[src/rtl/core/ipr_pkg.sv]
// Shared constants and types for the isolated pixel removal block.
package ipr_pkg;

	localparam int DEF_MAX_WIDTH  = 1024;
	localparam int DEF_PIXEL_BITS = 16;

	localparam int IMG_W_BITS    = 11;
	localparam int IMG_H_BITS    = 16;
	localparam int ROW_EXT_BITS  = IMG_H_BITS + 1;
	localparam int CFG_IDX_BITS  = 1;
	localparam int CFG_DATA_BITS = 16;
	localparam int WIN_BITS      = 9;

	localparam logic [CFG_IDX_BITS-1:0] REG_IMAGE_WIDTH  = 1'd0;
	localparam logic [CFG_IDX_BITS-1:0] REG_IMAGE_HEIGHT = 1'd1;

	localparam logic [IMG_W_BITS-1:0] IMAGE_WIDTH_RST  = 11'd10;
	localparam logic [IMG_H_BITS-1:0] IMAGE_HEIGHT_RST = 16'd10;

	// Per-word control bits that travel from the front end to the window stage.
	typedef struct packed {
		logic emit;
		logic final_px;
		logic first_col;
		logic mid_ok;
		logic top_ok;
	} ipr_ctl_t;

endpackage

[src/rtl/core/ipr_intf.sv]


interface ipr_pix_out_if #(
	parameter int PIXEL_BITS = ipr_pkg::DEF_PIXEL_BITS
);
	logic                         valid;
	logic                         ready;
	logic signed [PIXEL_BITS-1:0] pixel_out;
	logic                         frame_last;

	modport source (output valid, output pixel_out, output frame_last, input ready);
	modport sink   (input valid, input pixel_out, input frame_last, output ready);
endinterface


[src/rtl/core/ipr_window.sv]
// 3x3 flag window, isolation test and output register.
module ipr_window
	import ipr_pkg::*;
#(
	parameter int MAX_WIDTH  = DEF_MAX_WIDTH,
	parameter int PIXEL_BITS = DEF_PIXEL_BITS,
	parameter int CW         = $clog2(MAX_WIDTH)
) (
	input  logic                  clk,
	input  logic                  arst_n,
	input  logic                  s1_valid,
	input  ipr_ctl_t              s1_ctl,
	input  logic [PIXEL_BITS-1:0] s1_v,
	input  logic [CW-1:0]         s1_addr,
	input  logic [PIXEL_BITS:0]   rd_data,
	output logic                  s1_advance,
	output logic                  wr_en,
	output logic [CW-1:0]         wr_addr,
	output logic [PIXEL_BITS:0]   wr_data,
	ipr_pix_out_if.source         pix_out
);

	logic [WIN_BITS-1:0]   win_q;
	logic [PIXEL_BITS-1:0] center_q;
	logic                  out_valid_q;
	logic [PIXEL_BITS-1:0] out_pixel_q;
	logic                  out_last_q;

	logic [PIXEL_BITS-1:0] mid_val;
	logic                  mid_nz;
	logic [2:0]            newcol;
	logic [WIN_BITS-1:0]   win_sh;
	logic [WIN_BITS-1:0]   win1;
	logic [WIN_BITS-1:0]   win2;
	logic                  lonely;
	logic [PIXEL_BITS-1:0] out_val;

	assign s1_advance = s1_valid && (!out_valid_q || pix_out.ready);

	assign mid_val = s1_ctl.mid_ok ? rd_data[PIXEL_BITS-1:0] : '0;
	assign mid_nz  = |mid_val;
	assign newcol  = {|s1_v, mid_nz, s1_ctl.top_ok & rd_data[PIXEL_BITS]};

	// At the start of a row an empty column first closes the previous row's
	// right edge; the new column enters after the test.
	assign win_sh = {3'b000, win_q[WIN_BITS-1:3]};
	assign win1   = s1_ctl.first_col ? win_sh : (win_sh | {newcol, 6'b000000});
	assign win2   = s1_ctl.first_col ? ({3'b000, win1[WIN_BITS-1:3]} | {newcol, 6'b000000})
	                                 : win1;

	assign lonely  = ({win1[8:5], win1[3:0]} == 8'h00);
	assign out_val = ((|center_q) && lonely) ? '0 : center_q;

	always_ff @(posedge clk or negedge arst_n) begin
		if (!arst_n) begin
			win_q    <= '0;
			center_q <= '0;
		end else if (s1_advance) begin
			if (s1_ctl.final_px) begin
				win_q    <= '0;
				center_q <= '0;
			end else begin
				win_q    <= win2;
				center_q <= mid_val;
			end
		end
	end

	always_ff @(posedge clk or negedge arst_n) begin
		if (!arst_n)
			out_valid_q <= 1'b0;
		else if (s1_advance && s1_ctl.emit)
			out_valid_q <= 1'b1;
		else if (pix_out.ready)
			out_valid_q <= 1'b0;
	end

	always_ff @(posedge clk) begin
		if (s1_advance && s1_ctl.emit) begin
			out_pixel_q <= out_val;
			out_last_q  <= s1_ctl.final_px;
		end
	end

	assign wr_en   = s1_advance;
	assign wr_addr = s1_addr;
	assign wr_data = {mid_nz, s1_v};

	assign pix_out.valid      = out_valid_q;
	assign pix_out.pixel_out  = out_pixel_q;
	assign pix_out.frame_last = out_last_q;

endmodule

[src/flat_wrapper.sv]
// flat-port wrapper written by rule: the top's interface ports become plain ports
module ipr_window_flat import ipr_pkg::*;
#(
	parameter int MAX_WIDTH  = DEF_MAX_WIDTH,
	parameter int PIXEL_BITS = DEF_PIXEL_BITS,
	parameter int CW         = $clog2(MAX_WIDTH)
)
  (clk, arst_n, s1_valid, s1_ctl, s1_v, s1_addr, rd_data, s1_advance, wr_en, wr_addr, wr_data, pix_out_valid, pix_out_pixel_out, pix_out_frame_last, pix_out_ready);
  ipr_pix_out_if #(.PIXEL_BITS(PIXEL_BITS)) pix_out_i ();
  input  logic clk;
  input  logic arst_n;
  input  logic s1_valid;
  input  ipr_ctl_t s1_ctl;
  input  logic [PIXEL_BITS-1:0] s1_v;
  input  logic [CW-1:0] s1_addr;
  input  logic [PIXEL_BITS:0] rd_data;
  output logic s1_advance;
  output logic wr_en;
  output logic [CW-1:0] wr_addr;
  output logic [PIXEL_BITS:0] wr_data;
  output wire logic [$bits(pix_out_i.valid)-1:0] pix_out_valid;
  output wire logic [$bits(pix_out_i.pixel_out)-1:0] pix_out_pixel_out;
  output wire logic [$bits(pix_out_i.frame_last)-1:0] pix_out_frame_last;
  input wire logic [$bits(pix_out_i.ready)-1:0] pix_out_ready;
  assign pix_out_valid = pix_out_i.valid;
  assign pix_out_pixel_out = pix_out_i.pixel_out;
  assign pix_out_frame_last = pix_out_i.frame_last;
  assign pix_out_i.ready = pix_out_ready;
  ipr_window #(.MAX_WIDTH(MAX_WIDTH), .PIXEL_BITS(PIXEL_BITS), .CW(CW)) u_core (.clk(clk), .arst_n(arst_n), .s1_valid(s1_valid), .s1_ctl(s1_ctl), .s1_v(s1_v), .s1_addr(s1_addr), .rd_data(rd_data), .s1_advance(s1_advance), .wr_en(wr_en), .wr_addr(wr_addr), .wr_data(wr_data), .pix_out(pix_out_i));
endmodule
[config.mk]
export PLATFORM = sky130hd
export DESIGN_NAME = ipr_window_flat
export DESIGN_NICKNAME = d
export VERILOG_FILES = /design/src/rtl/core/ipr_pkg.sv /design/src/rtl/core/ipr_intf.sv /design/src/rtl/core/ipr_window.sv /design/src/flat_wrapper.sv
export SDC_FILE = /design/constraint.sdc
export NUM_CORES = 1
export LEC_CHECK = 0
export CAP_MARGIN = 20
export CORE_ASPECT_RATIO = 0.6
export CORE_MARGIN = 5
export CORE_UTILIZATION = 55
export CTS_CLUSTER_SIZE = 28
export DETAILED_ROUTE_END_ITERATION = 8
export DONT_BUFFER_PORTS = 1
export PLACE_DENSITY = 0.74
export SYNTH_ARGS = -nofsm -noshare
export SYNTH_HDL_FRONTEND = slang
export SYNTH_SLANG_ARGS = --single-unit
export TNS_END_PERCENT = 20
[constraint.sdc]
create_clock -name clk -period 4.2 [get_ports clk]
set_input_delay 0.21 -clock clk [delete_from_list [all_inputs] [get_ports clk]]
set_output_delay 0.21 -clock clk [all_outputs]
set_load 0.01 [all_outputs]
Word-level counts from Yosys, hierarchy flattened
Index checks and enable logic that the tools add are counted.
{"block": "word_totals", "register_bits": 43, "inputBits": 52, "out_inout_bits": 47, "wordCells": 25}
{"block": "classes", "muxes": 7, "bitwise_logic": 3, "n_reduce_logical": 10}
{"op": "$reduce_or 16->1", "n": 3}
{"op": "$mux 16", "n": 2}
{"op": "$mux 9", "n": 3}
{"op": "$or 6x9->9", "n": 2}
{"op": "$logic_not 8->1", "n": 1}
{"op": "$logic_and 1x1->1", "n": 3}
{"op": "$mux 1", "n": 2}
{"op": "$reduce_bool 2->1", "n": 1}
{"op": "$and 1x1->1", "n": 1}
{"op": "$logic_not 1->1", "n": 1}
{"op": "$logic_or 1x1->1", "n": 1}

Depth between registers and ports, before layout
{"block": "depth", "ltp_word": 7, "depth_mapped": 5, "mapped_depth_nobuf": 4}

Worst setup path before layout
Ideal clock, no wire load.
{"block": "synth_timing", "kind": "reg2reg", "from": "register u_core.out_valid_q, in the netlist u_core.pix_out.valid", "to": "register u_core.out_last_q, in the netlist u_core.pix_out.frame_last, enable pin", "setup_ns": 0.391, "t_arrival_ns": 1.618, "t_required_ns": 3.809, "setup_slack_ns": 2.191, "path_stages_with_launch": 5, "path_buffers": 1, "synth_period_minus_slack_ns": 2.009, "cell_sequence": "dfrtp_1 nand2b_1 nand2_1 clkbuf_1 nor2_1"}
{"block": "synth_between", "elab_chain_cells": 4}
{"element": "from (decl)", "line_no": "ipr_window.sv:25", "text": "logic out_valid_q;"}
{"element": "from (signal assigned)", "line_no": "ipr_window.sv:71", "text": "out_valid_q <= 1'b0;"}
{"element": "from (signal assigned)", "line_no": "ipr_window.sv:73", "text": "out_valid_q <= 1'b1;"}
{"element": "from (signal assigned)", "line_no": "ipr_window.sv:75", "text": "out_valid_q <= 1'b0;"}
{"element": "$logic_not 1->1", "line_no": "ipr_window.sv:38", "text": "assign s1_advance = s1_valid && (!out_valid_q || pix_out.ready);"}
{"element": "$logic_or 1x1->1", "line_no": "ipr_window.sv:38"}
{"element": "$logic_and 1x1->1", "line_no": "ipr_window.sv:38"}
{"element": "$logic_and 1x1->1", "line_no": "ipr_window.sv:79", "text": "if (s1_advance && s1_ctl.emit) begin"}
{"element": "to (signal assigned)", "line_no": "ipr_window.sv:81", "text": "out_last_q <= s1_ctl.final_px;"}
{"element": "to (decl)", "line_no": "ipr_window.sv:27", "text": "logic out_last_q;"}
Every way passes these cells.
A chain may end at the register's enable or synchronous reset.

Worst setup path in the final report
{"block": "layout_timing", "from": "register u_core.win_q[6]", "to": "register u_core.out_pixel_q[2], in the netlist u_core.pix_out.pixel_out[2], data pin"}
{"block": "layout_between", "elab_chain_cells": 4}
{"element": "from (decl)", "line_no": "ipr_window.sv:23", "text": "logic [WIN_BITS-1:0] win_q;"}
{"element": "from (signal assigned)", "line_no": "ipr_window.sv:63", "text": "win_q <= win2;"}
{"element": "$or 6x9->9", "line_no": "ipr_window.sv:47", "text": "assign win1 = s1_ctl.first_col ? win_sh : (win_sh | {newcol, 6'b000000});"}
{"element": "$mux 9 *", "line_no": "ipr_window.sv:47"}
{"element": "$logic_not 8->1 *", "line_no": "ipr_window.sv:51", "text": "assign lonely = ({win1[8:5], win1[3:0]} == 8'h00);"}
{"element": "$logic_and 1x1->1 *", "line_no": "ipr_window.sv:52", "text": "assign out_val = ((|center_q) && lonely) ? '0 : center_q;"}
{"element": "to (signal assigned)", "line_no": "ipr_window.sv:80", "text": "out_pixel_q <= out_val;"}
{"element": "to (decl)", "line_no": "ipr_window.sv:26", "text": "logic [PIXEL_BITS-1:0] out_pixel_q;"}
Mark *: on every way between the ends. The rest lies on a longest branch, timed or not.

==> flow_metrics.tcl <==
set metrics [dict create \
    status "completed" \
    r2r_cells 3 \
    fin_nets 212 \
    wl_per_cell_microns 19.48 \
    ir_drop_mv 0.2121 \
    grt_usage_pct 16.99 \
    gp_congestion 0.8427 \
    whs_ns 0.03479 \
    root_buffer "clkbuf_8" \
    numPortBuffers 0 \
    route.antenna.remaining_nets 0 \
    ys.warnings.count 0 \
    clock.fmax_mhz 468.0 \
    antenna_found_initial 0 \
    crit_buf_inv 0 \
    hold_path_end "u_core.center_q[4]" \
    rrSetupSlack_ns 2.06 \
    first_pass_iters 4 \
    grt.overflow.total 0 \
    syn-num-nets 236 \
    synth_area_leader_cell "dfrtp_1" \
    synth_flop_cell "dfrtp_1" \
    synth_area_per_cell_sq_um 10.64 \
    hold_class "in2reg" \
    cts_num_sinks 40 \
    post-route-min-period_ns 2.137 \
    async_reset_ff_share_pct 57.50 \
    n_antenna_cell 0 \
    worstHoldPathCells 2 \
    dieArea_sq_um 4893 \
    via_per_inst 5.927 \
    clk_pin_slew_ns 0.08 \
    max_cap_violations 0 \
    coreArea_sq_um 3343 \
    hold_viol 0 \
    synth-edff-count 17 \
    crit_slowest_cell "a2111oi_4" \
    relSlewSlack_pct 29.71 \
    pin_count 99 \
    die_y_microns 56.22 \
    critPathKind "reg2reg" \
    drc 0 \
    grt_pass1_wl_microns 6230 \
    drive_above_1_share_pct 11.80 \
    ys_seq_elements 40 \
    numCtsBuffers 5 \
    place_area_sq_um 1774 \
    path_cells "or4_4 > a2111oi_4 > a21boi_0" \
    cts_tree "done" \
    crit_family "compound AO/OA/AOI/OAI gates" \
    skew_ns 0.007789 \
    startpoint "u_core.win_q[6]" \
    ys_seq_area_share_pct 55.46 \
    synth_top_area_share_pct 29.39 \
    fin_crit_sh_pct 50.87 \
    worst_slew_pin_slew_ns 1.052 \
    netlist_top_cells_area "dfrtp_1 29%, edfxtp_1 26%, buf_4 11%" \
    initial_utilization_pct 58.57 \
    area_delta_synth_final_pct -1.853 \
    first_global_vias 1206 \
    fin_area_sq_um 1922 \
    cts_resized 0 \
    p_leak_nw 0.7286 \
    wirelength_microns 4012 \
    worstPathRequired_ns 4.20 \
    grt_start_max_net_pins 47 \
    r2r-end "u_core.pix_out.pixel_out[2]" \
    power_mw 0.7918 \
    cp_max_fo 16 \
    finalMaxSlewViolations 0 \
    drt-initial-drc-count 50 \
    cpPeakStageDelay_ns 0.68 \
    rows 16 \
    netlist_area_sq_um 1958 \
    endpoint_kind "register" \
    via_count 1221 \
    htree_levels 2 \
    worstSkewPairLatency_ns 0.29 \
    power.density_nw_per_um2 412.0 \
    worstPathArrival_ns 2.13 \
    clk_path_buf_depth 2 \
    hpwl_microns 2978 \
    syn_inst 184 \
    cp-start-kind "register" \
    setup_viol_count_final 0 \
    fp.dieW_microns 87.03 \
    rr_startpoint "u_core.win_q[6]" \
    hold_start "rd_data[4]" \
    ys_types 27 \
    fin_tns_setup_ns 0 \
    rsz0062_at_grt "false" \
]
==> layout by cell type, fill, tap and decap left out, drive strengths merged <==
cell and count:
o21ai 20, nor2b 1, nor2 3, nand4 2
and2 2, dfrtp 23, clkinvlp 1, and2b 1
a2111oi 1, nand2 41, a21boi 16, o31ai 1
o21bai 1, inv 2, dlygate4sd3 2, nor4 12
edfxtp 17, nand2b 1, and4 1, buf 3
clkinv 1, a22o 2, clkbuf 6, or4 1
==> power by group <==
part / switching (mW) / internal, mW / total (mW)
registers: 0.0237 / 0.436 / 0.460
logic: 0.0504 / 0.0348 / 0.0852
clock network: 0.131 / 0.116 / 0.247
==> through the flow <==
| step | cells | util [%] | worst slack (ns) |
|---|---|---|---|
| after detailed placement | 194 | 53.07 | 2.078 |
| after CTS | 203 | 55.91 | 2.001 |
| after global placement | 194 | 53.07 | 2.183 |
| final | 206 | 57.49 | 2.063 |
| after global routing | 206 | 57.49 | 1.998 |
| after floorplan | 184 | - | 2.191 |
==> metal layers <==
metal	vias up	wire, microns	global-route usage (%)
li1	566	-	-
met1	582	1848	23.26
met2	58	1734	23.03
met3	15	345	7.249
met4	0	83	7.778
met5	-	0	0
==> how the worst max path moves through the flow <==
stage / cells past startpoint / to
after floorplan: 4 / u_core.pix_out.frame_last
after global placement: 4 / u_core.pix_out.pixel_out[11]
after detailed placement: 4 / u_core.pix_out.pixel_out[7]
after CTS: 3 / wr_en
after global routing: 3 / u_core.pix_out.pixel_out[3]
final: 3 / u_core.pix_out.pixel_out[2]
==> state kept, by name, indices dropped and copies added (netlist names) <==
register and cells:
u_core.pix_out.frame_last 1, u_core.win_q 6, u_core.center_q 16, u_core.pix_out.valid 1, u_core.pix_out.pixel_out 16
==> synthesized netlist by cell type (2+ instances only) <==
| cell | n |
|---|---|
| nor2_1 | 3 |
| clkbuf_1 | 7 |
| inv_1 | 2 |
| edfxtp_1 | 17 |
| nand2_1 | 41 |
| nand4_1 | 2 |
| o21ai_1 | 2 |
| nor4_1 | 8 |
| a21boi_0 | 6 |
| a22o_1 | 2 |
| a21boi_1 | 9 |
| o21ai_0 | 18 |
| buf_4 | 28 |
| nor4_2 | 4 |
| dfrtp_1 | 23 |
==> final cells by class <==
cell class,instances,area [sq um]
fill,265,1421
multi-input combinational,106,616.8
sequential,40,1086
clock inverter,2,12.51
timing repair buffer,5,70.07
tap,45,56.30
clock buffer,6,72.57
inverter,2,7.507
==> repair_timing <==
item	CTS	global route
buffers inserted	0	0
hold endpoints to repair	23	1
hold buffers	1	1
==> logic make-up after synthesis <==
family,synth area share [%]
AND/OR/NAND/NOR,17.00
AO/OA/AOI/OAI,14.51
flip-flops,55.46
buffers and inverters,13.04
Note: power is estimated with default switching activity, not from simulation.
