[src/rtl/core/ipr_pkg.sv]
// Shared constants and types for the isolated pixel removal block.
package ipr_pkg;

	localparam int DEF_MAX_WIDTH  = 1024;
	localparam int DEF_PIXEL_BITS = 16;

	localparam int IMG_W_BITS    = 11;
	localparam int IMG_H_BITS    = 16;
	localparam int ROW_EXT_BITS  = IMG_H_BITS + 1;
	localparam int CFG_IDX_BITS  = 1;
	localparam int CFG_DATA_BITS = 16;
	localparam int WIN_BITS      = 9;

	localparam logic [CFG_IDX_BITS-1:0] REG_IMAGE_WIDTH  = 1'd0;
	localparam logic [CFG_IDX_BITS-1:0] REG_IMAGE_HEIGHT = 1'd1;

	localparam logic [IMG_W_BITS-1:0] IMAGE_WIDTH_RST  = 11'd10;
	localparam logic [IMG_H_BITS-1:0] IMAGE_HEIGHT_RST = 16'd10;

	// Per-word control bits that travel from the front end to the window stage.
	typedef struct packed {
		logic emit;
		logic final_px;
		logic first_col;
		logic mid_ok;
		logic top_ok;
	} ipr_ctl_t;

endpackage

[src/rtl/core/ipr_intf.sv]


interface ipr_cfg_if;
	logic                                 valid;
	logic                                 ready;
	logic [ipr_pkg::CFG_IDX_BITS-1:0]     index;
	logic [ipr_pkg::CFG_DATA_BITS-1:0]    data;

	modport source (output valid, output index, output data, input ready);
	modport sink   (input valid, input index, input data, output ready);
endinterface

[src/rtl/core/ipr_cfg_regs.sv]
// Configuration registers with the clamped width and height used by the datapath.
module ipr_cfg_regs
	import ipr_pkg::*;
#(
	parameter int MAX_WIDTH = DEF_MAX_WIDTH,
	parameter int UW        = IMG_W_BITS
) (
	input  logic                  clk,
	input  logic                  arst_n,
	ipr_cfg_if.sink               cfg,
	output logic [UW-1:0]         used_w,
	output logic [IMG_H_BITS-1:0] used_h
);

	logic [IMG_W_BITS-1:0] image_width_q;
	logic [IMG_H_BITS-1:0] image_height_q;
	logic [UW-1:0]         width_ext;

	assign cfg.ready = 1'b1;

	always_ff @(posedge clk or negedge arst_n) begin
		if (!arst_n) begin
			image_width_q  <= IMAGE_WIDTH_RST;
			image_height_q <= IMAGE_HEIGHT_RST;
		end else if (cfg.valid) begin
			case (cfg.index)
				REG_IMAGE_WIDTH:  image_width_q  <= cfg.data[IMG_W_BITS-1:0];
				REG_IMAGE_HEIGHT: image_height_q <= cfg.data[IMG_H_BITS-1:0];
				default: ;
			endcase
		end
	end

	assign width_ext = UW'(image_width_q);

	always_comb begin
		if (image_width_q == '0)
			used_w = UW'(1);
		else if (width_ext > UW'(MAX_WIDTH))
			used_w = UW'(MAX_WIDTH);
		else
			used_w = width_ext;
	end

	assign used_h = (image_height_q == '0) ? IMG_H_BITS'(1) : image_height_q;

endmodule

[src/flat_wrapper.sv]
// flat-port wrapper written by rule: the top's interface ports become plain ports
module ipr_cfg_regs_flat import ipr_pkg::*;
#(
	parameter int MAX_WIDTH = DEF_MAX_WIDTH,
	parameter int UW        = IMG_W_BITS
)
  (clk, arst_n, used_w, used_h, cfg_valid, cfg_index, cfg_data, cfg_ready);
  ipr_cfg_if cfg_i ();
  input  logic clk;
  input  logic arst_n;
  output logic [UW-1:0] used_w;
  output logic [IMG_H_BITS-1:0] used_h;
  input wire logic [$bits(cfg_i.valid)-1:0] cfg_valid;
  input wire logic [$bits(cfg_i.index)-1:0] cfg_index;
  input wire logic [$bits(cfg_i.data)-1:0] cfg_data;
  output wire logic [$bits(cfg_i.ready)-1:0] cfg_ready;
  assign cfg_i.valid = cfg_valid;
  assign cfg_i.index = cfg_index;
  assign cfg_i.data = cfg_data;
  assign cfg_ready = cfg_i.ready;
  ipr_cfg_regs #(.MAX_WIDTH(MAX_WIDTH), .UW(UW)) u_core (.clk(clk), .arst_n(arst_n), .cfg(cfg_i), .used_w(used_w), .used_h(used_h));
endmodule
[config.mk]
export PLATFORM = sky130hd
export DESIGN_NAME = ipr_cfg_regs_flat
export DESIGN_NICKNAME = d
export VERILOG_FILES = /design/src/rtl/core/ipr_pkg.sv /design/src/rtl/core/ipr_intf.sv /design/src/rtl/core/ipr_cfg_regs.sv /design/src/flat_wrapper.sv
export SDC_FILE = /design/constraint.sdc
export NUM_CORES = 1
export LEC_CHECK = 0
export BUFFER_PORTS_ARGS = -buffer_cell sky130_fd_sc_hd__buf_2
export CORE_AREA = 2 2 73 75
export DETAILED_ROUTE_END_ITERATION = 6
export DIE_AREA = 0 0 75 77
export PLACE_DENSITY = 0.48
export SYNTH_ARGS = -nofsm -noshare
export SYNTH_HDL_FRONTEND = slang
export SYNTH_SLANG_ARGS = --single-unit
[constraint.sdc]
create_clock -name clk -period 1.3 [get_ports clk]
set_clock_uncertainty 0.2 [all_clocks]
set_input_delay 0.13 -clock clk [delete_from_list [all_inputs] [get_ports clk]]
set_output_delay 0.13 -clock clk [all_outputs]
set_load 0.02 [all_outputs]
### Word level (Yosys, flattened, before mapping)

Index checks and enable logic that the tools add are counted.

| storage, ports and cells | value |
|---|---|
| flip-flop bits (word level) | 27 |
| bits of input ports | 20 |
| memory bits (read-only) | 0 |
| output and inout bits | 28 |
| RAM bits | 0 |
| memories | 0 |
| latch bits | 0 |

| operators by class | value |
|---|---|
| reduce and logical (&&, ||, !) cells | 4 |
| shift operators | 0 |
| order comparisons | 1 |
| bitwise gates (word level) | 1 |
| add/subtract/negate cells | 0 |
| equal/unequal tests | 0 |
| div/mod/pow operators | 0 |
| muxes and demuxes | 3 |
| multipliers | 0 |

Operator list:

| kind | number |
|---|---|
| 2-to-1 mux 11 bit | 2 |
| logical NOT 16 bit | 1 |
| 2-to-1 mux 16 bit | 1 |
| greater-than comparator 11 bit, second input constant | 1 |
| logical NOT 11 bit | 1 |
| AND reduction 2 bit | 2 |
| inverter 1 bit | 1 |

### Logic depth before layout (Yosys ltp)

Gate-level depths: netlist (run 1).

| depth | value |
|---|---|
| depth after elaboration | 3 |
| mapped depth | 3 |
| mapped depth without buffers | 2 |

### Worst setup path before layout (run 1)

OpenSTA, ideal clock, no wires.

| timing | value |
|---|---|
| kind | register to output |
| from | reg u_core.image_width_q[10] |
| to | out used_w[0] |
| arrival | 0.932 ns |
| slack | 0.038 ns |
| path buffers | 0 |
| stages on the path, launching flop included | 3 |
| cells stage by stage | dfrtp_1 > nor4_1 > a32o_1 |

| between the ends | value |
|---|---|
| longest elaborated chain between the ends | 3 |
| elaborated cells on any way between the ends | 4 |
| classes of those cells | order compare (1); mux (2); reduce/logical (1) |

RTL lines:

| element | RTL line | source |
|---|---|---|
| start: declaration | ipr_cfg_regs.sv:15 | `logic [IMG_W_BITS-1:0] image_width_q;` |
| start signal: assignment | ipr_cfg_regs.sv:27 | `REG_IMAGE_WIDTH: image_width_q <= cfg.data[IMG_W_BITS-1:0];` |
| greater-than comparator 11 bit | ipr_cfg_regs.sv:39 | `else if (width_ext > UW'(MAX_WIDTH))` |
| 2-to-1 mux 11 bit | ipr_cfg_regs.sv:39 |  |
| 2-to-1 mux 11 bit * | ipr_cfg_regs.sv:37 | `if (image_width_q == '0)` |
| end: declaration | flat_wrapper.sv:11 | `output logic [UW-1:0] used_w;` |

Every way passes the cells marked *; elsewhere a longest branch is shown, timed or not.

### Worst setup path in the final report (run 1)

| timing | value |
|---|---|
| from | reg u_core.image_height_q[6] |
| to | out used_h[0] |

| between the ends | value |
|---|---|
| longest elaborated chain between the ends | 2 |

RTL lines:

| element | RTL line | source |
|---|---|---|
| start: declaration | ipr_cfg_regs.sv:16 | `logic [IMG_H_BITS-1:0] image_height_q;` |
| start signal: assignment | ipr_cfg_regs.sv:28 | `REG_IMAGE_HEIGHT: image_height_q <= cfg.data[IMG_H_BITS-1:0];` |
| logical NOT 16 bit | ipr_cfg_regs.sv:45 | `assign used_h = (image_height_q == '0) ? IMG_H_BITS'(1) : image_height_q;` |
| 2-to-1 mux 16 bit | ipr_cfg_regs.sv:45 |  |
| end: declaration | flat_wrapper.sv:12 | `output logic [IMG_H_BITS-1:0] used_h;` |

No other way between the ends.

==> summary.txt, run 1 <==
Floorplan
  • Starting Density: 24.26%
  • Cell Rows: 26
  • Die X: 75 um
  • CORE AREA: 4977 um2
  • I/O pins: 48
  • Die Outline Area: 5775 um2
  • Die height: 77 um

Hold path
  • HP Class: input port to flop

Clocking
  • CTS buffer count: 3
  • Root Buffer: clkbuf_8
  • H-tree Lvls: 1
  • Worst skew pair latency: 0.27 ns
  • Worst-path clk slew: 0.09 ns
  • CTS tree: yes
  • Bufs on Longest Clock Path: 2
  • # clock sinks: 27

Setup path
  • Arrival @ worst endpoint: 1.32 ns
  • CP max-delay cell: dfrtp_1
  • Worst-path fanout max: 2
  • CP delay by family, top: flip-flops
  • Critical path type: flop to output pin
  • CP endpoint kind: output pin
  • Worst path cell trace: nor4_4 > a41o_1 > buf_6
  • Worst Path Required: 0.97 ns
  • CP max stage delay: 0.42 ns
  • WP buf/inv: 1
  • Startpoint Class: flop

Cells and area
  • Leading cell type in the layout, fill and taps excluded: buf_6
  • Antenna Cells: 0
  • Most frequent cells in the layout: buf_6, dfrtp_1, buf_2, mux2_2, dlygate4sd3_1
  • Share of cells above drive strength 1: 65.32%
  • Layout area overhead: 83.42%
  • Fin nets: 194

Logic synthesis
  • Synth Instances: 96
  • Mapped cell area: 1207 um2
  • Mux contribution to synthesized area: 25.18%
  • Post-Synth XOR/XNOR Area: 0%
  • Seq/Total Area, Yosys: 56.37%
  • Post-synth EDFFs: 0
  • Synth Register Bits: 27
  • Top FF cell, synth: dfrtp_1
  • Synth Area in Simple Gates: 9.016%
  • Post-Synth Adder-Cell Area: 0%
  • Post-synthesis cell type count: 15
  • Syn nets: 116
  • Compound-Gate Fraction of Synth Area: 1.658%
  • Largest family of logic cells by synthesized area: multiplexers
  • Avg Synthesized Cell Area: 12.58 um2
  • Syn. warnings: 0
  • Post-synthesis async set-or-reset flop share: 100.0%

STA
  • Final Cycle Share: 126.9%
  • Fmax: 0.6060 GHz
  • Slew headroom: 58.18%
  • Final Hold Fails: 0
  • Unrepaired setup endpoints after global routing: yes
  • Worst hold slack: 0.1610 ns
  • Post-route minimum period: 1.650 ns
  • Final setup vio count: 16
  • Final Max Tran Viols: 0
  • Worst Max-Slew Pin Slew: 0.6274 ns
  • Final setup margin: -0.3501 ns

Global routing
  • Antenna violations before repair: 0
  • Vias in the first global route: 1048
  • Largest net degree at the start of global routing: 28
  • First-pass GRT wire length: 4926 um
  • GR Overflow Total: 0
  • Total GRT Usage: 10.94%

Routing
  • DR WL/cell: 12.83 um
  • Avg Vias per Cell: 4.004
  • Pre-antenna DRT Iters: 4
  • Initial detailed-routing violation count: 34
  • # DRC: 0
  • Post-Route WL: 3117 um
  • Via Count: 973
  • Routed Antenna Nets: 0

Place
  • Dpl ws: -0.2485 ns
  • Detailed placement HPWL: 2116 um
  • Routability cong.: 0.7348
  • PortBufs: 46

Pwr
  • Maximum VDD drop: 0.8277 mV
  • Leakage: 0.001014 uW
  • Pwr dens: 1204 nW/um2

Outcome
  • Status: finished with violations
  • Failing checks: negative setup slack

Job
  • MaxCap Viol Count: 0
==> final timing paths <==
path                                               start                         to  slack (ns)  depth (start not counted)
worst max-delay path            u_core.image_height_q[6]                  used_h[0]       -0.35                          3
worst min-delay path                           cfg_valid   u_core.image_height_q[3]        0.16                          4
worst max register to register  u_core.image_width_q[10]   u_core.image_width_q[10]        0.03                          3
worst min register to register  u_core.image_height_q[0]   u_core.image_height_q[0]        0.33                          1
max in group asynchronous                         arst_n    u_core.image_width_q[8]        0.29                          2
min in group asynchronous                         arst_n  u_core.image_height_q[12]        0.20                          2
==> cells in the mapped netlist (all sizes together) (3+ instances only) <==
| cell type | n | share of area, % |
|---|---|---|
| mux2 | 27 | 25 |
| nor2b | 10 | 5.2 |
| dfstp | 4 | 8.7 |
| nor4 | 5 | 2.6 |
| buf | 3 | 1.9 |
| dfrtp | 23 | 48 |
| clkbuf | 17 | 5.3 |
==> state kept, by name, indices dropped and copies added, names as in the netlist <==
signal / count
u_core.image_width_q: 11
u_core.image_height_q: 16
==> worst register-to-register path: cells and delay by family, from the launching register on <==
family / cells / cell delay (ns)
DFF: 1 / 0.44
buffers and inverters: 2 / 0.28
muxes: 1 / 0.25
==> final cells by class <==
| type | instances | area [um2] |
|---|---|---|
| multi-input cells | 48 | 516.7 |
| repair buffers | 93 | 879.6 |
| inverters | 1 | 3.754 |
| clock buffers | 3 | 41.29 |
| flip-flops and latches | 27 | 680.7 |
| well taps | 70 | 87.58 |
| fillers | 472 | 2763 |
| clock inverters | 1 | 5.005 |
==> logic make-up (layout without fill, tap and decap cells) <==
family          count (synthesis)  after routing
compound gates                  2              2
mux                            27             27
simple gates                   18             18
buf+inv                        21             98
flops                          27             27
other cells                     1              1
==> what timing repair did <==
action | 4_1_cts | 5_1_grt
pin swaps | 3 | 2
gates resized for setup | 67 | 22
hold buffers | 17 | 0
endpoints found under the setup margin | 15 | 27
buffers inserted | 5 | 7
cloned | 1 | 0
hold endpoints to repair | 50 | 0
==> metrics by stage <==
| stage | utilization (%) | cell area, um2 | std cells | total power [uW] | setup TNS (ns) |
|---|---|---|---|---|---|
| after floorplan | - | 1207 | 96 | 1465 | 0 |
| after global placement | 32.63 | 1624 | 215 | 1784 | -0.3478 |
| after detailed placement | 32.63 | 1624 | 215 | 1796 | -0.3635 |
| after CTS | 42.81 | 2131 | 241 | 2611 | -2.582 |
| after global routing | 44.49 | 2215 | 243 | 2806 | -4.022 |
| final | 44.49 | 2215 | 243 | 2667 | -3.093 |
==> power by group <==
part	internal (uW)	switching [uW]	leakage, uW
combinational	664	434	0.000677
sequential	978	117	0.000312
clock	215	259	0.0000255
total	1860	810	0.00101
==> per-layer routing <==
layer | global-route usage [%] | wire (um) | vias to the layer above
met1 | 15.64 | 1385 | 473
li1 | - | - | 468
met2 | 16.75 | 1541 | 32
met5 | 0 | 0 | -
met3 | 3.417 | 190 | 0
met4 | 1.071 | 0 | 0
No activity file was read; power rests on OpenSTA's default activity.
==> inputs of run 2 (changes only) <==
==> constraint.sdc (replaced) <==
create_clock -name clk -period 1.8 [get_ports clk]
set_clock_uncertainty 0.2 [all_clocks]
set_input_delay 0.18 -clock clk [delete_from_list [all_inputs] [get_ports clk]]
set_output_delay 0.18 -clock clk [all_outputs]
set_load 0.02 [all_outputs]
==> summary.txt, run 2 (synthesis gave the netlist of run 1 again) <==
Outcome
  • Status: completed

Clocking
  • Bufs on Longest Clock Path: 2
  • Worst skew pair latency: 0.27 ns
  • Root Buffer: clkbuf_8
  • Worst-path clk slew: 0.09 ns
  • CTS tree: yes
  • CTS buffer count: 3
  • H-tree Lvls: 1
  • # clock sinks: 27
  • Setup bufs post-CTS: 0

Floorplan
  • Starting Density: 24.26%
  • Die height: 77 um
  • Die Outline Area: 5775 um2
  • Cell Rows: 26
  • CORE AREA: 4977 um2
  • I/O pins: 48
  • Die X: 75 um

Place
  • Detailed placement HPWL: 2023 um
  • Routability cong.: 0.7363
  • Cells after DPL: 194
  • DP Area: 1454 um2
  • PortBufs: 46

Routing
  • Via Count: 852
  • Initial detailed-routing violation count: 9
  • # DRC: 0
  • Routed Antenna Nets: 0
  • Pre-antenna DRT Iters: 2
  • Avg Vias per Cell: 3.963
  • Post-Route WL: 2819 um
  • DR WL/cell: 13.11 um

Setup path
  • Critical path type: flop to output pin
  • CP endpoint kind: output pin
  • CP max-delay cell: dfrtp_1
  • FF-to-FF Start: u_core.image_width_q[10]
  • Worst Reg-to-Reg Cells: 2
  • Worst path cell trace: nor4_2 > a32o_2 > buf_6
  • Worst reg2reg endpoint: u_core.image_width_q[10]
  • Worst Path Required: 1.42 ns
  • Critical path origin: u_core.image_width_q[9]
  • WP buf/inv: 1
  • Startpoint Class: flop
  • Arrival @ worst endpoint: 1.36 ns
  • Flop2flop setup slack: 0.65 ns
  • Worst-path fanout max: 3
  • CP delay by family, top: flip-flops
  • CP max stage delay: 0.41 ns

Global routing
  • Met3 GRT Util: 2.760%
  • Busiest grt layer: met2
  • First-pass GRT wire length: 4485 um
  • Largest net degree at the start of global routing: 28
  • Total GRT Usage: 10.31%
  • GR Layer Usage met1: 14.16%
  • M2 GR Usage: 15.35%
  • Antenna violations before repair: 0
  • GR Overflow Total: 0
  • Vias in the first global route: 859

Cells and area
  • Top reg by flops: u_core.image_height_q
  • Final core utilization: 34.41%
  • Post-route cell area: 1713 um2
  • Max reg flops: 16
  • Most frequent cells in the layout: buf_2, dfrtp_1, mux2_2, dlygate4sd3_1
  • Biggest registers after layout: u_core.image_height_q x16, u_core.image_width_q x11
  • Antenna Cells: 0
  • Fin nets: 166
  • Post-Layout Cell Count: 215
  • Share of cells above drive strength 1: 53.79%
  • Leading cell type in the layout, fill and taps excluded: buf_2
  • Layout area overhead: 41.87%
  • Fillers: 494

Pwr
  • Leakage: 0.0007723 uW
  • Maximum VDD drop: 0.5544 mV
  • Pwr dens: 921.3 nW/um2

Job
  • MaxCap Viol Count: 0

STA
  • Final setup vio count: 0
  • Slew headroom: 59.68%
  • Final Hold Fails: 0
  • Post-route minimum period: 1.744 ns
  • Fmax: 0.5733 GHz
  • Unrepaired setup endpoints after global routing: yes
  • Final Cycle Share: 96.91%
  • Final Max Tran Viols: 0
  • Worst Max-Slew Pin Slew: 0.6048 ns
  • Worst hold slack: 0.2647 ns

Hold path
  • HP Class: input port to async pin
run 2: changes by cell type in the layout (fill, tap and decap cells not counted), moves of 2 or more:
cell     before  now
buf_6        43    1
buf_2        19   44
buf_4        12    3
nor2b_1       5   10
nor2b_4       4    0
buf_12        2    0
run 2: worst max-delay path by stage:
| stage | end | depth (start not counted) |
|---|---|---|
| final | used_w[0] | 3 |
| after global routing | used_w[0] | 3 |
| after CTS | used_h[0] | 3 |
| after detailed placement | used_h[0] | 3 |
| after global placement | used_h[0] | 3 |
| after floorplan | used_w[0] | 2 |
run 2: layer usage:
metal,wire length [um],part of all wire [%]
met3,158,5.6
met1,1283,46
met5,0,0
met2,1340,48
met4,36,1.3
run 2: through the flow:
step                worst slack (ns)   TNS [ns]  power [uW]
global placement              0.1940          0        1192
global route               -0.004100  -0.004100        1672
finish                       0.05569          0        1578
CTS                          0.01800          0        1595
floorplan                     0.4875          0        1058
detailed placement            0.2313          0        1198
run 2: area by class of cell:
class                           count  area, um2  share of cell area [%]
Sequential cell                    27      680.7                   39.74
Multi-Input combinational cell     48      471.7                   27.54
Timing Repair Buffer               65      424.2                   24.76
Tap cell                           70      87.58                   5.113
Clock buffer                        4      45.04                   2.630
Inverter                            1      3.754                  0.2191
run 2: timing repair:
item	in CTS	in global routing
gates resized for setup	5	4
endpoints found under the setup margin	2	2
hold endpoints to repair	50	0
hold buffers	17	0
pin swaps	0	4
run 2: report_power, final:
group	internal (uW)	switching [uW]	total [uW]	leakage, uW
clock	159	186	344	0.0000228
combinational	207	242	449	0.000438
sequential	706	77.9	784	0.000312
total	1070	506	1580	0.000772
